--- src/hw/rtl/band_peak_hysteresis_detector_macros.svh ---
// Assertion macros of the band peak detector RTL, used by bphd_peak_decide.
`ifndef BAND_PEAK_HYSTERESIS_DETECTOR_MACROS_SVH
`define BAND_PEAK_HYSTERESIS_DETECTOR_MACROS_SVH

// Same-cycle implication, disabled during reset.
`define BPHD_ASSERT_NOW(label, clk, rst_n, ante, cons, msg) \
  label: assert property (@(posedge clk) disable iff (!rst_n) (ante) |-> (cons)) \
    else $error(msg);

// Next-cycle implication, disabled during reset.
`define BPHD_ASSERT_NEXT(label, clk, rst_n, ante, cons, msg) \
  label: assert property (@(posedge clk) disable iff (!rst_n) (ante) |=> (cons)) \
    else $error(msg);

`endif

--- src/hw/rtl/bphd_pkg.sv ---
// Types and constants of the band peak hysteresis detector.
`default_nettype none
package bphd_pkg;

  localparam int unsigned MagW  = 32;
  localparam int unsigned TimeW = 32;
  localparam int unsigned DebW  = 16;
  localparam int unsigned BinW  = 8;
  localparam int unsigned IdxW  = 9;
  localparam int unsigned CfgIdxW  = 3;
  localparam int unsigned CfgDataW = 32;

  // Bins at or above this index never count toward the peak.
  localparam int unsigned HALF_BINS = 256;
  localparam logic [IdxW-1:0] IdxMax = '1;

  typedef enum logic [CfgIdxW-1:0] {
    REG_ON_THR   = 3'd0,
    REG_OFF_THR  = 3'd1,
    REG_DEBOUNCE = 3'd2,
    REG_BAND_LO  = 3'd3,
    REG_BAND_HI  = 3'd4
  } cfg_reg_e;

  localparam logic [MagW-1:0]  OnThrRst   = 32'd89600;
  localparam logic [MagW-1:0]  OffThrRst  = 32'd76800;
  localparam logic [DebW-1:0]  DebounceRst = 16'd200;
  localparam logic [BinW-1:0]  BandLoRst  = 8'd155;
  localparam logic [BinW-1:0]  BandHiRst  = 8'd169;

  typedef struct packed {
    logic [MagW-1:0]  on_thr;
    logic [MagW-1:0]  off_thr;
    logic [DebW-1:0]  debounce;
    logic [BinW-1:0]  band_lo;
    logic [BinW-1:0]  band_hi;
  } cfg_t;

  typedef struct packed {
    logic [MagW-1:0]  magnitude;
    logic             last_bin;
    logic [TimeW-1:0] now_ms;
  } bin_item_t;

endpackage
`default_nettype wire

--- src/hw/rtl/band_peak_hysteresis_detector.sv ---
// Top level of the spectral band peak detector with hysteresis and debounce.
//
//  channel   dir  handshake                      payload
//  s_axis    in   s_axis_tvalid / s_axis_tready  tdata {now_ms, magnitude}, tlast last_bin
//  m_axis    out  m_axis_tvalid / m_axis_tready  tdata band_peak, tuser active
//  cfg       in   cfg_valid_i / cfg_ready_o      cfg_index_i, cfg_data_i
//
// One bin word is taken per cycle while no stalled result holds a last bin word; a result
// leaves through the input register and then the result register. The peak and decision
// logic between them updates the frame state once per word.
// A stalled result holds the next last bin word in the input register; input stalls behind it.
// Reset restores the register defaults, clears the frame state and leaves the block inactive.
`default_nettype none
module band_peak_hysteresis_detector
  import bphd_pkg::*;
(
  input  wire logic                  clk_i,
  input  wire logic                  rst_ni,
  input  wire logic                  s_axis_tvalid,
  output logic                       s_axis_tready,
  input  wire logic [MagW+TimeW-1:0] s_axis_tdata,   // magnitude[31:0], now_ms[63:32]
  input  wire logic                  s_axis_tlast,   // last_bin
  output logic                       m_axis_tvalid,
  input  wire logic                  m_axis_tready,
  output logic [MagW-1:0]            m_axis_tdata,   // band_peak[31:0]
  output logic                       m_axis_tuser,   // active
  input  wire logic                  cfg_valid_i,
  output logic                       cfg_ready_o,
  input  wire logic [CfgIdxW-1:0]    cfg_index_i,
  input  wire logic [CfgDataW-1:0]   cfg_data_i
);

  cfg_t      cfg;
  bin_item_t in_item;
  bin_item_t held_item;
  logic      held_valid;
  logic      take;

  assign cfg_ready_o = 1'b1;

  bphd_cfg_regs u_cfg (
    .clk_i     (clk_i),
    .rst_ni    (rst_ni),
    .wr_en_i   (cfg_valid_i),
    .wr_idx_i  (cfg_index_i),
    .wr_data_i (cfg_data_i),
    .cfg_o     (cfg)
  );

  assign in_item.magnitude = s_axis_tdata[MagW-1:0];
  assign in_item.now_ms    = s_axis_tdata[MagW+TimeW-1:MagW];
  assign in_item.last_bin  = s_axis_tlast;

  bphd_in_stage u_in (
    .clk_i   (clk_i),
    .rst_ni  (rst_ni),
    .valid_i (s_axis_tvalid),
    .ready_o (s_axis_tready),
    .item_i  (in_item),
    .valid_o (held_valid),
    .take_i  (take),
    .item_o  (held_item)
  );

  bphd_peak_decide u_core (
    .clk_i        (clk_i),
    .rst_ni       (rst_ni),
    .cfg_i        (cfg),
    .valid_i      (held_valid),
    .item_i       (held_item),
    .take_o       (take),
    .res_valid_o  (m_axis_tvalid),
    .res_ready_i  (m_axis_tready),
    .res_active_o (m_axis_tuser),
    .res_peak_o   (m_axis_tdata)
  );

endmodule
`default_nettype wire

--- src/hw/rtl/bphd_cfg_regs.sv ---
// Configuration register file of the band peak detector.
`default_nettype none
module bphd_cfg_regs
  import bphd_pkg::*;
(
  input  wire logic                clk_i,
  input  wire logic                rst_ni,
  input  wire logic                wr_en_i,
  input  wire logic [CfgIdxW-1:0]  wr_idx_i,
  input  wire logic [CfgDataW-1:0] wr_data_i,
  output cfg_t                     cfg_o
);

  cfg_t cfg_q, cfg_d;

  always_comb begin
    cfg_d = cfg_q;
    if (wr_en_i) begin
      case (wr_idx_i)
        REG_ON_THR:   cfg_d.on_thr   = wr_data_i[MagW-1:0];
        REG_OFF_THR:  cfg_d.off_thr  = wr_data_i[MagW-1:0];
        REG_DEBOUNCE: cfg_d.debounce = wr_data_i[DebW-1:0];
        REG_BAND_LO:  cfg_d.band_lo  = wr_data_i[BinW-1:0];
        REG_BAND_HI:  cfg_d.band_hi  = wr_data_i[BinW-1:0];
        default:      cfg_d = cfg_q;
      endcase
    end
  end

  always_ff @(posedge clk_i or negedge rst_ni) begin
    if (!rst_ni) begin
      cfg_q.on_thr   <= OnThrRst;
      cfg_q.off_thr  <= OffThrRst;
      cfg_q.debounce <= DebounceRst;
      cfg_q.band_lo  <= BandLoRst;
      cfg_q.band_hi  <= BandHiRst;
    end else begin
      cfg_q <= cfg_d;
    end
  end

  assign cfg_o = cfg_q;

endmodule
`default_nettype wire

--- src/hw/rtl/bphd_in_stage.sv ---
// Input register of the band peak detector.
`default_nettype none
module bphd_in_stage
  import bphd_pkg::*;
(
  input  wire logic      clk_i,
  input  wire logic      rst_ni,
  input  wire logic      valid_i,
  output logic           ready_o,
  input  wire bin_item_t item_i,
  output logic           valid_o,
  input  wire logic      take_i,
  output bin_item_t      item_o
);

  logic      valid_q, valid_d;
  bin_item_t item_q;

  // Refill in the same cycle the held word is consumed.
  assign ready_o = !valid_q || take_i;

  always_comb begin
    valid_d = valid_q;
    if (ready_o) begin
      valid_d = valid_i;
    end
  end

  always_ff @(posedge clk_i or negedge rst_ni) begin
    if (!rst_ni) begin
      valid_q <= 1'b0;
    end else begin
      valid_q <= valid_d;
    end
  end

  always_ff @(posedge clk_i) begin
    if (ready_o && valid_i) begin
      item_q <= item_i;
    end
  end

  assign valid_o = valid_q;
  assign item_o  = item_q;

endmodule
`default_nettype wire

--- src/hw/rtl/bphd_peak_decide.sv ---
// Band peak tracking, hysteresis decision and result register.
`default_nettype none
module bphd_peak_decide
  import bphd_pkg::*;
(
  input  wire logic              clk_i,
  input  wire logic              rst_ni,
  input  wire cfg_t              cfg_i,
  input  wire logic              valid_i,
  input  wire bin_item_t         item_i,
  output logic                   take_o,
  output logic                   res_valid_o,
  input  wire logic              res_ready_i,
  output logic                   res_active_o,
  output logic [MagW-1:0]        res_peak_o
);

  `include "band_peak_hysteresis_detector_macros.svh"

  logic [IdxW-1:0]  bin_idx_q, bin_idx_d;
  logic [MagW-1:0]  peak_q, peak_d;
  logic             act_q, act_d;
  logic [TimeW-1:0] last_chg_q, last_chg_d;
  logic             res_valid_q, res_valid_d;
  logic             res_active_q;
  logic [MagW-1:0]  res_peak_q;

  logic             out_free;
  logic             in_band;
  logic [MagW-1:0]  frame_peak;
  logic             want_state;
  logic [TimeW-1:0] elapsed;
  logic             debounced;

  assign out_free = !res_valid_q || res_ready_i;
  // A last word needs a free result slot; other words always pass.
  assign take_o   = valid_i && (!item_i.last_bin || out_free);

  assign in_band = (bin_idx_q >= {1'b0, cfg_i.band_lo}) &&
                   (bin_idx_q <= {1'b0, cfg_i.band_hi}) &&
                   (32'(bin_idx_q) < HALF_BINS);

  assign frame_peak = (in_band && (item_i.magnitude > peak_q)) ? item_i.magnitude : peak_q;

  always_comb begin
    want_state = act_q;
    if (!act_q && (frame_peak > cfg_i.on_thr)) begin
      want_state = 1'b1;
    end else if (act_q && (frame_peak < cfg_i.off_thr)) begin
      want_state = 1'b0;
    end
  end

  // Elapsed time wraps modulo 2^32.
  assign elapsed   = item_i.now_ms - last_chg_q;
  assign debounced = elapsed >= {{(TimeW-DebW){1'b0}}, cfg_i.debounce};

  always_comb begin
    bin_idx_d   = bin_idx_q;
    peak_d      = peak_q;
    act_d       = act_q;
    last_chg_d  = last_chg_q;
    res_valid_d = res_valid_q;
    if (res_ready_i) begin
      res_valid_d = 1'b0;
    end
    if (take_o) begin
      if (item_i.last_bin) begin
        bin_idx_d   = '0;
        peak_d      = '0;
        res_valid_d = 1'b1;
        if (want_state != act_q) begin
          if (debounced) begin
            act_d      = want_state;
            last_chg_d = item_i.now_ms;
          end
        end else begin
          last_chg_d = item_i.now_ms;
        end
      end else begin
        peak_d = frame_peak;
        if (bin_idx_q != IdxMax) begin
          bin_idx_d = bin_idx_q + 1'b1;
        end
      end
    end
  end

  always_ff @(posedge clk_i or negedge rst_ni) begin
    if (!rst_ni) begin
      bin_idx_q   <= '0;
      peak_q      <= '0;
      act_q       <= 1'b0;
      last_chg_q  <= '0;
      res_valid_q <= 1'b0;
    end else begin
      bin_idx_q   <= bin_idx_d;
      peak_q      <= peak_d;
      act_q       <= act_d;
      last_chg_q  <= last_chg_d;
      res_valid_q <= res_valid_d;
    end
  end

  always_ff @(posedge clk_i) begin
    if (take_o && item_i.last_bin) begin
      res_active_q <= act_d;
      res_peak_q   <= frame_peak;
    end
  end

  assign res_valid_o  = res_valid_q;
  assign res_active_o = res_active_q;
  assign res_peak_o   = res_peak_q;

  `BPHD_ASSERT_NEXT(a_frame_restart, clk_i, rst_ni, take_o && item_i.last_bin,
    bin_idx_q == '0 && peak_q == '0, "frame state not cleared after last bin")
  `BPHD_ASSERT_NEXT(a_change_stamps_time, clk_i, rst_ni,
    take_o && item_i.last_bin && (act_d != act_q),
    last_chg_q == $past(item_i.now_ms), "state change did not record its time")
  `BPHD_ASSERT_NEXT(a_idx_monotonic, clk_i, rst_ni, take_o && !item_i.last_bin,
    bin_idx_q >= $past(bin_idx_q), "bin counter went backward inside a frame")
  `BPHD_ASSERT_NOW(a_empty_band_zero, clk_i, rst_ni,
    take_o && item_i.last_bin && (cfg_i.band_lo > cfg_i.band_hi),
    frame_peak == '0, "empty band produced a nonzero peak")

endmodule
`default_nettype wire

--- config.mk ---
export PLATFORM = sky130hd
export DESIGN_NAME = band_peak_hysteresis_detector
export DESIGN_NICKNAME = d
export VERILOG_FILES = /design/src/hw/rtl/bphd_pkg.sv /design/src/hw/rtl/band_peak_hysteresis_detector.sv /design/src/hw/rtl/bphd_cfg_regs.sv /design/src/hw/rtl/bphd_in_stage.sv /design/src/hw/rtl/bphd_peak_decide.sv
export VERILOG_INCLUDE_DIRS = /design/src /design/src/hw/rtl
export SDC_FILE = /design/constraint.sdc
export NUM_CORES = 1
export LEC_CHECK = 0
export ABC_AREA = 1
export BUFFER_PORTS_ARGS = -buffer_cell sky130_fd_sc_hd__buf_4
export CAP_MARGIN = 20
export CORE_ASPECT_RATIO = 1.75
export CORE_MARGIN = 4
export CORE_UTILIZATION = 40
export DETAILED_ROUTE_END_ITERATION = 12
export GPL_TIMING_DRIVEN = 0
export HOLD_SLACK_MARGIN = 0.03
export PLACE_DENSITY = 0.68
export SLEW_MARGIN = 20
export SYNTH_ARGS = -nofsm -noshare
export SYNTH_HDL_FRONTEND = slang
export SYNTH_SLANG_ARGS = --single-unit
export TNS_END_PERCENT = 30
--- constraint.sdc ---
create_clock -name clk_i -period 6.57 [get_ports clk_i]
set_input_delay 0.3285 -clock clk_i [delete_from_list [all_inputs] [get_ports clk_i]]
set_output_delay 0.3285 -clock clk_i [all_outputs]
set_load 0.01 [all_outputs]
==> results.py <==
metrics = {
    "cts": {
        "clockBufferDepth": 3,
        "root_buffer": "clkbuf_16",
        "htree_num_levels": 1,
        "cts_setup_buffers": 0,
        "clock-sinks": 270,
        "cts_tree": "built",
        "clk_pin_slew_worst_paths_ns": 0.07,
        "clock_latency_ns": 0.58,
        "cts_buffers": 27,
    },
    "worst_setup_path": {
        "crit_start": "u_in.item_o[48]$_DFFE_PP_",
        "end_kind": "flip-flop",
        "worstSetupEndpoint": "u_core.last_chg_q[27]$_DFFE_PN0P_",
        "worstPathArrival_ns": 6.17,
        "reg2reg_from": "u_in.item_o[48]$_DFFE_PP_",
        "max_stage_delay_ns": 0.53,
        "reg2reg_to": "u_core.last_chg_q[27]$_DFFE_PN0P_",
        "crit_slowest_cell": "buf_1",
        "crit_path_frequent_cell": "nand2_1",
        "critPathLaunchType": "flip-flop",
        "cp.required_ns": 7.08,
        "crit_fanout": 10,
        "r2r_cells": 28,
        "r2r_slack_ns": 0.91,
        "path_class": "reg2reg",
    },
    "synth": {
        "syn_area_per_cell_sq_um": 8.956,
        "synth_area_sq_um": 14970,
        "yosys.area.top_type_share_pct": 25.07,
        "synthTopCellsByArea": "dfrtp_1, edfxtp_1, ha_1",
        "synth_edf_count": 98,
        "synth_top_cell_by_area": "dfrtp_1",
        "syn-num-nets": 1938,
        "synth-async-reset-ratio_pct": 63.70,
        "yosysWarnings": 0,
        "synthCells": 1672,
        "synth_common_cells": "nand2_1, inv_1, o21ai_0, ha_1, dfrtp_1",
        "yosys_register_bits": 270,
        "synth.distinct_cells": 54,
        "yosysSeqAreaShare_pct": 48.58,
        "yosys.cell_count.top_type": "nand2_1",
        "synthFlopType": "dfrtp_1",
    },
    "sta": {
        "finalClockSkew_ns": 0.02671,
        "min_period_over_period_pct": 86.21,
        "rsz0062_at_grt": "no",
        "fin_crit_ns": 5.664,
        "max_freq_mhz": 176.5,
        "hold_viol": 0,
        "report.final.slew_viol_count": 0,
        "relSlewSlack_pct": 49.79,
        "timing.final.ws_setup_ns": 0.9057,
        "setup_viol": 0,
        "finalSetupTns_ns": 0,
        "worst_pin_slew_ns": 0.7474,
    },
    "placed_design": {
        "port_buffers": 139,
        "place_hpwl_microns": 31750,
        "post_dp_cell_area_sq_um": 16700,
        "preCtsSetupSlack_ns": 0.8654,
        "globalplace.congestion": 0.9030,
    },
    "route": {
        "drt_first_pass_iters": 6,
        "vias": 12310,
        "dr.first_iter.drc_count": 535,
        "wl_microns": 41500,
        "drc": 0,
        "vias_per_cell": 5.105,
        "ant_nets": 0,
        "wl_per_cell_microns": 17.21,
    },
    "grt": {
        "grt_max_degree": 93,
        "antenna_found_initial": 0,
        "grt.total_usage_pct": 20.11,
        "overflow": 0,
        "grt_pass1_vias": 12780,
        "grt_pass1_wl_microns": 65480,
    },
    "power": {
        "power_density_nw_per_um2": 319.2,
        "total_power_uw": 5843,
        "leakagePower_uw": 0.008713,
        "vdd.ir_drop.worst_mv": 0.2718,
    },
    "job": {
        "maxCapViolations": 0,
    },
    "cells_and_area": {
        "diodes": 0,
        "nNetsFinal": 2181,
        "layout-drive-gt1-share_pct": 13.12,
        "fillers": 3427,
        "fin_area_sq_um": 18310,
        "syn_to_final_growth_pct": 22.24,
    },
    "run_status": {
        "outcome": "completed",
    },
    "die": {
        "start_util_pct": 40.60,
        "die_area_sq_um": 40720,
        "ios": 141,
        "fp.dieW_microns": 154.3,
        "die_y_microns": 264.0,
        "rows": 93,
        "fp.coreArea_sq_um": 36890,
    },
    "worst_hold_path": {
        "hp-class": "in2reg",
    },
}
-- registers in the layout (all words and copies together) (netlist names) --
name	count
u_cfg.cfg_o	96
u_in.item_o	65
u_core.last_chg_q	32
u_core.peak_q	32
u_core.res_peak_o	32
u_core.bin_idx_q	9
u_core.act_q	1
u_core.res_active_o	1
u_core.res_valid_o	1
u_in.valid_o	1
-- cell type report --
| type | count | area, sq um | share of cell area, % |
|---|---|---|---|
| Clock buffer | 33 | 708.2 | 3.869 |
| Tap cell | 475 | 594.3 | 3.247 |
| Inverter | 256 | 963.4 | 5.263 |
| Timing Repair Buffer | 214 | 1847 | 10.09 |
| Multi-Input combinational cell | 1104 | 6531 | 35.68 |
| Sequential cell | 270 | 7274 | 39.74 |
| Clock inverter | 17 | 175.2 | 0.9569 |
| Buffer | 42 | 211.5 | 1.155 |
-- metal layers --
metal	wire (microns)	share of wire, %	vias up	global-route usage (%)
met4	2242	5.4	0	10.18
met2	22960	55	301	39.39
li1	-	-	6037	-
met5	0	0	-	0
met1	14800	36	5857	20.47
met3	1492	3.6	112	2.327
-- worst max-delay path: cells and delay by family, from the launching register on --
kind / cells / cell delay (ns)
AO/OA/AOI/OAI: 9 / 1.97
adder cells (fa/ha/maj): 2 / 0.69
buffers and inverters: 3 / 0.88
flip-flops: 1 / 0.40
AND/OR/NAND/NOR: 14 / 1.64
-- logic make-up after synthesis --
| kind of cell | count (synthesis) | share of synthesized area [%] |
|---|---|---|
| simple gates | 584 | 16.69 |
| compound gates | 333 | 11.94 |
| buf+inv | 298 | 7.804 |
| flops | 270 | 48.58 |
| fa+ha+maj | 161 | 13.50 |
| xor+xnor | 25 | 1.462 |
| other cells | 1 | 0.02504 |
-- cell usage in the layout, fill, tap and decap left out, types with 22 or more instances in the layout --
cell             n
inv_1          251
dlygate4sd3_1   72
clkbuf_16       27
buf_4          140
edfxtp_1        98
ha_1           160
nand3_1         94
nor2_1          94
clkbuf_1        31
o21ai_0        162
dfstp_2         22
a21oi_1        132
nand2_1        330
dfrtp_1        150
nand2_2         22
-- worst min-delay path by stage --
stage / start / endpoint / cells after the start
floorplan: rst_ni / u_cfg.cfg_o[10]$_DFFE_PN0P_ / 0
global placement: u_core.last_chg_q[28]$_DFFE_PN0P_ / u_core.last_chg_q[28]$_DFFE_PN0P_ / 2
detailed placement: rst_ni / u_core.last_chg_q[9]$_DFFE_PN0P_ / 1
CTS: cfg_data_i[20] / u_cfg.cfg_o[84]$_DFFE_PN0P_ / 3
global route: cfg_data_i[28] / u_cfg.cfg_o[92]$_DFFE_PN0P_ / 3
finish: cfg_data_i[20] / u_cfg.cfg_o[84]$_DFFE_PN0P_ / 3
-- stage by stage --
| stage | instances | util (%) | hold WS, ns |
|---|---|---|---|
| CTS | 2411 | 49.63 | 0.03198 |
| global route | 2411 | 49.63 | 0.04939 |
| global placement | 2286 | 45.04 | 0.4531 |
| floorplan | 1672 | - | 0.03291 |
| detailed placement | 2289 | 45.28 | 0.1860 |
| finish | 2411 | 49.63 | 0.04917 |
-- power by group --
part,switching [uW],leakage [uW],internal (uW)
sequential,133,0.00311,2050
clock,697,0.000426,888
combinational,1280,0.00518,794
total,2110,0.00871,3730
-- what timing repair did --
item,CTS,global route
resized for setup,0,0
hold buffers,72,0
endpoints found under the hold margin,171,0
Power figures use the tool's default switching activity.
